File: src/dnt_elev.sv
// Four-stage elevation sign test: sd*sl*65535 + cd*cl*ch < 0.
module dnt_elev (
   input  logic               clock,
   input  logic               en,
   input  logic signed [16:0] sd,
   input  logic signed [16:0] cd,
   input  logic signed [16:0] sl,
   input  logic signed [16:0] cl,
   input  logic signed [16:0] ch,
   output logic               night
);

   logic signed [33:0] a_in, a_ff, b_in, b_ff;
   logic signed [16:0] ch_ff;
   logic signed [51:0] ae;
   logic signed [51:0] aa_in, aa_ff, aa2_ff;
   logic signed [34:0] pl_in, pl_ff, ph_in, ph_ff;
   logic signed [51:0] bb_in, bb_ff;
   logic signed [51:0] sum;
   logic               night_in, night_ff;

   always_comb begin
      a_in  = sd * sl;
      b_in  = cd * cl;
      ae    = 52'(a_ff);
      aa_in = (ae <<< 16) - ae;
      // split the wide product into two narrow ones
      pl_in = 35'($signed({1'b0, b_ff[15:0]}) * ch_ff);
      ph_in = 35'($signed(b_ff[33:16]) * ch_ff);
      bb_in = (52'(ph_ff) <<< 16) + 52'(pl_ff);
      sum   = aa2_ff + bb_ff;
      night_in = sum[51];
   end

   always_ff @(posedge clock) begin
      if (en) begin
         a_ff     <= a_in;
         b_ff     <= b_in;
         ch_ff    <= ch;
         aa_ff    <= aa_in;
         pl_ff    <= pl_in;
         ph_ff    <= ph_in;
         aa2_ff   <= aa_ff;
         bb_ff    <= bb_in;
         night_ff <= night_in;
      end
   end

   assign night = night_ff;

endmodule

File: config.mk
export PLATFORM = sky130hd
export DESIGN_NAME = dnt_elev
export DESIGN_NICKNAME = d
export VERILOG_FILES = /design/src/dnt_elev.sv
export SDC_FILE = /design/constraint.sdc
export NUM_CORES = 2
export LEC_CHECK = 0
export ABC_CLOCK_PERIOD_IN_PS = 5900
export BUFFER_PORTS_ARGS = -buffer_cell sky130_fd_sc_hd__buf_4
export CAP_MARGIN = 0
export CORE_MARGIN = 3
export CORE_UTILIZATION = 55
export DETAILED_ROUTE_END_ITERATION = 7
export PLACE_DENSITY = 0.82
export SLEW_MARGIN = 25
export SYNTH_ARGS = -nofsm -noshare
export SYNTH_HDL_FRONTEND = slang
export SYNTH_SLANG_ARGS = --single-unit
File: constraint.sdc
create_clock -name clock -period 5.9 [get_ports clock]
set_input_delay 0.295 -clock clock [delete_from_list [all_inputs] [get_ports clock]]
set_output_delay 0.295 -clock clock [all_outputs]
set_load 0.05 [all_outputs]
==> reports/qor.yml <==
yosys:
  synthCells: 5753
  synth_warnings: 0
  synth_nets: 7457
  synth_top_area_share_pct: 39.1
  synth_seq_cells: 309
  yosys.area.top_type: "fa_1"
  synth_edf_count: 309
  async_flop_share_pct: 0
  synth_area_sq_um: 57000
  synth.area.top_cells: "fa_1, edfxtp_1, ha_1"
  ys_types: 79
  avgSynthCellArea_sq_um: 9.91
  synth_ff_type: "edfxtp_1"
  yosysSeqAreaShare_pct: 16.3
routing:
  drc: 0
  drt-wirelength-per-cell_um: 18.0
  wl_mm: 138
  drt_iter0_markers: 3324
  via_per_inst: 5.49
  ant_nets: 0
  drt_first_pass_iters: 6
  dr_total_vias: 42100
cells_and_area:
  syn2layout_area_growth_pct: 15.0
  regArea_sq_um: 9280
  multi_input_area_sq_um: 43100
  drive_gt1_share_pct: 13.5
  fin_area_sq_um: 65600
  fin_cells: 7672
  fillCellCount: 7636
  nets: 7976
floorplanning:
  start_util_pct: 55.7
  dieArea_sq_um: 108000
  rows: 117
  core-area_sq_um: 102000
  dieHeight_um: 328
  dieWidth_um: 328
  ios: 88
worst_setup_path:
  worstSetupPathType: "reg -> reg"
  required_ns: 6.32
  critPathLaunchType: "register"
  endpoint_kind: "register"
  worstRegToRegCells: 21
  arrival_ns: 6.64
  worstReg2RegEnd: "ph_ff[32]"
  crit_path_max_fanout: 10
  r2r_slack_ns: -0.32
  r2r_start: "ch_ff[5]"
status:
  failed_checks: "negative setup slack"
  status: "finished with violations"
placed_design:
  place_inst: 7554
  placed_cell_area_sq_um: 63200
  pre_cts_ws_ns: -0.427
  place_congestion: 0.933
  io_buffers: 87
  post-dp-hpwl_mm: 115
hold_path:
  holdCritStartpoint: "sl[0]"
  whs_path_depth: 2
  hp-class: "in -> reg"
  hold_end: "a_ff[0]"
sta:
  setup_viol: 19
  min_period_ns: 6.22
  rsz0062_at_grt: "true"
  setup_slack_ns: -0.320
  slew_headroom_pct: 38.0
  hold_violations: 0
  worst_pin_slew_ns: 0.930
  fmax_ghz: 0.161
  fin_crit_sh_pct: 105
  maxSlewViolCount: 0
  skew_ns: 0.0322
  tns_ns: -3.04
clocking:
  cts_tree: "yes"
  clkTransAtPathRegs_ns: 0.06
  clk_path_buf_depth: 3
  cts_made_buffers: 38
  cts_root_buf: "clkbuf_16"
  clkSinkCount: 309
  htree_levels: 2
  clk_latency_ns: 0.58
global_routing:
  met1_usage_pct: 35.7
  grt-ovfl-total: 0
  grt_pass1_wl_mm: 228
  grt_max_degree: 151
  use_met2_pct: 43.4
  antenna_found_initial: 9
  first_global_vias: 44800
  met3_usage_pct: 4.30
  grt_use_total_pct: 26.2
  busiest_layer: "met2"
run:
  drv_cap: 0
==> synth_stat cells, drive strengths merged (20+ instances only) <==
cell type	n
inv	1225
fa	1113
nand2	612
and2	580
ha	504
edfxtp	309
clkbuf	179
a21oi	162
nor2	156
xnor2	148
o21ai	107
a21o	76
nand3	49
nor3	48
xor2	46
nand2b	43
o21a	35
nand4	31
a211oi	25
o21bai	25
nor2b	23
a31oi	21
nor4	20
==> worst max path at each step <==
stage,start,to,slack [ns]
after floorplan,ch_ff[7],pl_ff[31],-0.05
after global placement,ch_ff[5],ph_ff[23],-0.37
after detailed placement,ch_ff[5],pl_ff[31],-0.43
after CTS,ch_ff[5],ph_ff[32],-0.32
after global routing,ch_ff[5],ph_ff[32],-0.55
final,ch_ff[5],ph_ff[32],-0.32
==> state kept, by name, indices dropped and copies added (netlist names) <==
register,count
b_ff,34
aa_ff,51
bb_ff,52
ph_ff,35
night,1
a_ff,34
pl_ff,34
ch_ff,17
aa2_ff,51
==> routing by layer <==
metal	wire, um	vias to the layer above	share of wire (%)
li1	-	18900	-
met1	56000	21300	41
met2	66900	1489	48
met3	10500	326	7.6
met4	4600	6	3.3
met5	36	-	0.026
==> layout make-up <==
class	instances	area share [%]
antenna	4	0.0153
clock buffer	44	1.48
clock inverter	24	0.487
inverter	1225	7.01
multi-input combinational	4031	65.7
sequential	309	14.2
tap	1368	2.61
timing repair buffer	667	8.52
==> kinds of logic (layout without fill, tap and decap cells) <==
| logic type | Yosys count | count (layout) | share of synthesized area, % |
|---|---|---|---|
| other | 0 | 4 | 0 |
| muxes | 5 | 5 | 0.0900 |
| DFF | 309 | 309 | 16.3 |
| xor gates and xnor gates | 194 | 194 | 2.98 |
| AOI/OAI and AO/OA | 575 | 575 | 6.59 |
| buffers and inverters | 1413 | 1960 | 9.36 |
| and+or+nand+nor | 1640 | 1640 | 14.6 |
| adders and majority gates | 1617 | 1617 | 50.1 |
==> placed cells by master, fill, tap and decap left out, types with 75 or more instances in the layout <==
master / Yosys / layout
nor2_1: 156 / 155
a21o_1: 75 / 75
edfxtp_1: 309 / 309
nand2_1: 612 / 609
buf_4: 2 / 591
a21oi_1: 162 / 143
xnor2_1: 148 / 147
inv_1: 1225 / 1217
ha_1: 504 / 489
fa_1: 1113 / 1094
and2_1: 579 / 570
o21ai_0: 103 / 90
==> through the flow <==
step                hold WS (ns)  util, %
floorplan                  0.394        -
global placement           0.402     61.8
detailed placement         0.405     61.8
CTS                        0.167     63.5
global route               0.187     64.1
finish                     0.201     64.1
==> worst max-delay path: stages (launching register included) <==
cell and delay [ns]:
edfxtp_1 0.45, buf_12 0.18, and2_4 0.14, fa_1 0.54, inv_1 0.06, fa_1 0.46, fa_1 0.51, inv_1 0.05
fa_1 0.47, fa_1 0.53, inv_1 0.05, fa_1 0.50, inv_2 0.05, ha_4 0.20, a21o_1 0.17, a211o_1 0.34
or4_4 0.43, o211ai_1 0.22, buf_4 0.17, a21oi_4 0.08, or4_4 0.42, nand4_1 0.09
==> what timing repair did <==
item,CTS,global route
hold endpoints to repair,17,0
setup endpoints to repair,27,32
resized for setup,55,101
hold buffers,17,0
pin swaps,34,40
setup buffers,15,16
Power is not shown: default switching activity piles up to over one toggle a cycle in this logic, so the estimate is an artifact.
