File: config.mk
export PLATFORM = sky130hd
export DESIGN_NAME = dnt_sine
export DESIGN_NICKNAME = d
export VERILOG_FILES = /design/src/dnt_pkg.sv /design/src/dnt_sine.sv
export SDC_FILE = /design/constraint.sdc
export NUM_CORES = 2
export LEC_CHECK = 0
export ABC_AREA = 0
export ABC_CLOCK_PERIOD_IN_PS = 8500
export BUFFER_PORTS_ARGS = -buffer_cell sky130_fd_sc_hd__buf_2
export CAP_MARGIN = 20
export CORE_MARGIN = 1.5
export CORE_UTILIZATION = 40
export CTS_BUF_LIST = sky130_fd_sc_hd__clkbuf_16
export CTS_CLUSTER_DIAMETER = 50
export DETAILED_ROUTE_END_ITERATION = 10
export PLACE_DENSITY = 0.64
export SYNTH_ARGS = -nofsm -noshare
export SYNTH_HDL_FRONTEND = slang
export SYNTH_SLANG_ARGS = --single-unit
File: constraint.sdc
create_clock -name clock -period 8.5 [get_ports clock]
set_clock_uncertainty 0.2 [all_clocks]
set_input_delay 0.85 -clock clock [delete_from_list [all_inputs] [get_ports clock]]
set_output_delay 0.85 -clock clock [all_outputs]
set_load 0.005 [all_outputs]
File: src/dnt_pkg.sv
// Shared types and constants for the day/night terminator pixel mask.
package dnt_pkg;

   // configuration register indexes
   typedef enum logic [2:0] {
      REG_SUN_LON  = 3'd0,
      REG_SUN_DECL = 3'd1,
      REG_WEST     = 3'd2,
      REG_LON_STEP = 3'd3,
      REG_NORTH    = 3'd4,
      REG_LAT_STEP = 3'd5
   } reg_index_type;

   localparam logic [15:0] SUN_LON_RESET  = 16'd0;
   localparam logic [15:0] SUN_DECL_RESET = 16'd0;
   localparam logic [15:0] WEST_RESET     = 16'd11286;
   localparam logic [15:0] LON_STEP_RESET = 16'd4206;
   localparam logic [15:0] NORTH_RESET    = 16'hE16D;   // -7827
   localparam logic [15:0] LAT_STEP_RESET = 16'd3262;

   localparam logic [15:0] QUARTER = 16'd16384;

   // quarter-wave polynomial coefficients
   localparam logic [12:0] SIN_K1    = 13'd4639;
   localparam logic [15:0] SIN_K2    = 16'd42047;
   localparam logic [16:0] SIN_K3    = 17'd102944;
   localparam logic [15:0] SIN_RATIO = 16'd65535;

   // per-pixel payload carried alongside the arithmetic
   typedef struct packed {
      logic       map_bit;
      logic [7:0] day_pixel;
      logic [7:0] night_pixel;
   } side_type;

endpackage

File: src/dnt_sine.sv
// Six-stage pipelined table-free sine unit, output scaled to +/-65535.
module dnt_sine (
   input  logic               clock,
   input  logic               en,
   input  logic [15:0]        angle,
   output logic signed [16:0] value
);

   logic [1:0]  q;
   logic [13:0] xr;
   logic [14:0] x1_in, x1_ff, x2_ff, x3_ff;
   logic [29:0] sq_in, sq_ff;
   logic [14:0] z2_in, z2_ff;
   logic [26:0] m1_in, m1_ff;
   logic [15:0] t1_in;
   logic [29:0] m2_in, m2_ff;
   logic [16:0] t2_in;
   logic [31:0] m3_in, m3_ff;
   logic [17:0] s_in;
   logic [33:0] m4_in, m4_ff;
   logic [17:0] p;
   logic [15:0] pc;
   logic signed [16:0] value_in, value_ff;
   logic [4:0]  neg_ff;

   assign q  = angle[15:14];
   assign xr = angle[13:0];

   always_comb begin
      x1_in    = q[0] ? 15'(dnt_pkg::QUARTER - {2'b00, xr}) : {1'b0, xr};
      sq_in    = 30'(x1_in * x1_in);
      z2_in    = 15'(sq_ff >> 14);
      m1_in    = 27'(z2_in * dnt_pkg::SIN_K1);
      t1_in    = dnt_pkg::SIN_K2 - 16'(m1_ff >> 14);
      m2_in    = 30'(z2_ff * t1_in);
      t2_in    = dnt_pkg::SIN_K3 - 17'(m2_ff >> 14);
      m3_in    = 32'(x3_ff * t2_in);
      s_in     = 18'(m3_ff >> 14);
      m4_in    = 34'(s_in * dnt_pkg::SIN_RATIO);
      p        = m4_ff[33:16];
      pc       = (p > 18'(dnt_pkg::SIN_RATIO)) ? dnt_pkg::SIN_RATIO : p[15:0];
      value_in = neg_ff[4] ? -$signed({1'b0, pc}) : $signed({1'b0, pc});
   end

   always_ff @(posedge clock) begin
      if (en) begin
         x1_ff    <= x1_in;
         sq_ff    <= sq_in;
         x2_ff    <= x1_ff;
         z2_ff    <= z2_in;
         m1_ff    <= m1_in;
         x3_ff    <= x2_ff;
         m2_ff    <= m2_in;
         m3_ff    <= m3_in;
         m4_ff    <= m4_in;
         value_ff <= value_in;
         neg_ff   <= {neg_ff[3:0], q[1]};
      end
   end

   assign value = value_ff;

endmodule

==> impl_results.md <==
- Largest family of logic cells by synthesized area: adder cells
- Post-Synth Adder-Cell Area: 56.5%
- DR pass1 iterations: 7
- Worst path max stage delay: 0.57 ns
- RSZ-0062 raised after global routing: no
- Die area: 87900 um^2
- Hold Fails Final Rpt: 0
- Part of the Yosys area used for sequential elements: 14.1%
- Slew headroom: 33.6%
- Arrival @ worst endpoint: 8.03 ns
- TritonCTS clock tree: yes
- Synth Area in Compound Gates: 4.09%
- Die Ht: 296 um
- Critical path required time: 8.53 ns
- Detail Route Antenna Nets: 0
- Gr usage total: 17.3%
- Share of layout cells above drive strength 1: 4.46%
- Distinct cells, synth: 66
- Placed cells: 4562
- N_diodes: 0
- Max-cap viol count: 0
- Critical path type: flop to flop
- GRT Residual Overflow: 0
- CTS root buffer: clkbuf_16
- Clk_lat worst skew: 0.48 ns
- FFs w/ async S/R, synth: 0%
- Setup TNS: 0 ns
- Top cell type's share of synthesized area: 40.0%
- Crit-path leading delay family: adder cells
- Multi-input gate area: 26000 um^2
- Synthesized flop and latch total: 162
- Final instance area: 37000 um^2
- Bufs and invs on worst path: 2
- DRT Wirelength: 71300 um
- Cts bufs inserted: 17
- Ranking of synthesized cells by area: fa_1 (40%), ha_1 (16%), edfxtp_1 (14%)
- Most frequent cells in the layout: inv_1 (875), fa_1 (689), ha_1 (454)
- Via Count: 22100
- Pre-CTS WS: 0.0670 ns
- CP endpoint kind: flop
- Initial antenna violation count: 0
- XOR/XNOR share of the synthesized area: 3.00%
- Pin count of the biggest net entering global routing: 101
- Endpoints failing setup: 0
- Nets: 4600
- Layout fillers: 8210
- DP Wirelength: 59900 um
- Routability cong.: 0.889
- Die X: 296 um
- Commonest non-fill, non-tap cell in the layout: inv_1
- Residual DRC: 0
- Simple-Gate Fraction of Synth Area: 11.8%
- Maximum clock rate: 125 MHz
- Clock Path Buffers: 2
- Clock transition at the registers of the reported paths: 0.07 ns
- # rows: 107
- First-pass GRT wire length: 120000 um
- Worst setup SP type: flop
- Cell mode on critical path: fa_1
- Via density per instance: 4.80
- Io pins: 35
- Non-filler instance count after layout: 4596
- Cell area after synthesis: 34400 um^2
- Crit path time final: 8.00 ns
- Cell accounting for the most synthesized area: fa_1
- Post-Syn Instances: 3395
- Starting Density: 40.4%
- Initial drt markers: 724
- YS warnings: 0
- DP Area: 36300 um^2
- Tcrit/Tclk final: 94.1%
- Status: finished clean
- Worst-Margin Slew: 0.996 ns
- CTS Sinks: 162
- IO buf count: 34
- Final-report max-slew violation count: 0
- Mux share of post-synthesis cell area: 0%
- Vias in the first global route: 23600
- Number of synthesized flops with an enable pin: 162
- H-tree levels: 4
- Layout area overhead: 7.28%
- Mean Syn Cell Area: 10.1 um^2
- Crit-path slowest cell: fa_1
- Final setup margin: 0.503 ns
- Area of the core: 85300 um^2
- Sequential Area: 4860 um^2
- Ys flop type: edfxtp_1
- Worst hold path type: flop to flop
- CP Max Fanout: 5
- Wire per inst: 15.5 um
[final cells by class]
type | instances | area share [%]
Multi-Input combinational cell | 2282 | 70.5
Sequential cell | 162 | 13.2
Inverter | 878 | 8.92
Tap cell | 1144 | 3.87
Timing Repair Buffer | 98 | 1.78
Clock buffer | 17 | 1.15
Clock inverter | 15 | 0.647
[path summary, 6_finish.rpt]
path	start	end	slack (ns)	cells past startpoint
setup reg to reg	m2_ff[16]$_DFFE_PP_	m3_ff[31]$_DFFE_PP_	0.50	26
setup / recovery	m2_ff[16]$_DFFE_PP_	m3_ff[31]$_DFFE_PP_	0.50	26
hold reg to reg	x2_ff[10]$_DFFE_PP_	x3_ff[10]$_DFFE_PP_	0.22	0
hold / removal	x2_ff[10]$_DFFE_PP_	x3_ff[10]$_DFFE_PP_	0.22	0
[metal layers]
metal | up-vias | global-route usage, % | share of wire [%]
met5 | - | 0 | 0
met3 | 90 | 2.37 | 4.0
met1 | 11200 | 22.6 | 44
met2 | 407 | 30.0 | 49
li1 | 10400 | - | -
met4 | 0 | 4.83 | 2.4
[sequential cells by signal (all words and copies together) (netlist names)]
signal / count
m3_ff: 18
x2_ff: 15
m4_ff: 18
value: 17
m1_ff: 13
z2_ff: 15
x3_ff: 15
x1_ff: 15
sq_ff: 15
neg_ff: 5
m2_ff: 16
[timing repair]
action,4_1_cts,5_1_grt
hold buffers,0,0
hold endpoints to repair,0,0
resized for setup,0,3
endpoints found under the setup margin,0,6
setup buffers,0,2
[stage by stage]
step	utilization (%)	hold WS [ns]
6_report	43.3	0.221
5_1_grt	43.3	0.226
4_1_cts	43.3	0.223
3_5_place_dp	42.5	0.205
3_3_place_gp	42.5	0.200
2_1_floorplan	-	0.200
[synthesized netlist by cell type, drive strengths merged (3+ instances only)]
library cell  count
o31a              3
or2              11
and3             13
xor2             33
nor3             26
fa              689
o21bai            5
clkbuf           78
o31ai             5
or4               4
a311oi            3
nand2           267
and2            202
or3              10
nor2b            50
xnor2            85
nand3            17
ha              454
o22ai             3
o311ai           10
inv             875
edfxtp          162
nor2            111
o41ai             5
a31oi            10
a211o             5
a21oi            49
nand3b            3
clkinv            3
nand2b           63
o21a             18
nor4              8
o21ai            41
a21boi            3
a211oi            8
a21o             21
o211ai            5
nand4            11
[cells by family after synthesis]
group                      after synthesis
other                                    2
adders and majority gates             1143
and+or+nand+nor                        802
xor gates and xnor gates               118
buffers and inverters                  958
DFF                                    162
AOI/OAI and AO/OA                      210
Power is not shown: default switching activity piles up to over one toggle a cycle in this logic, so the estimate is an artifact.
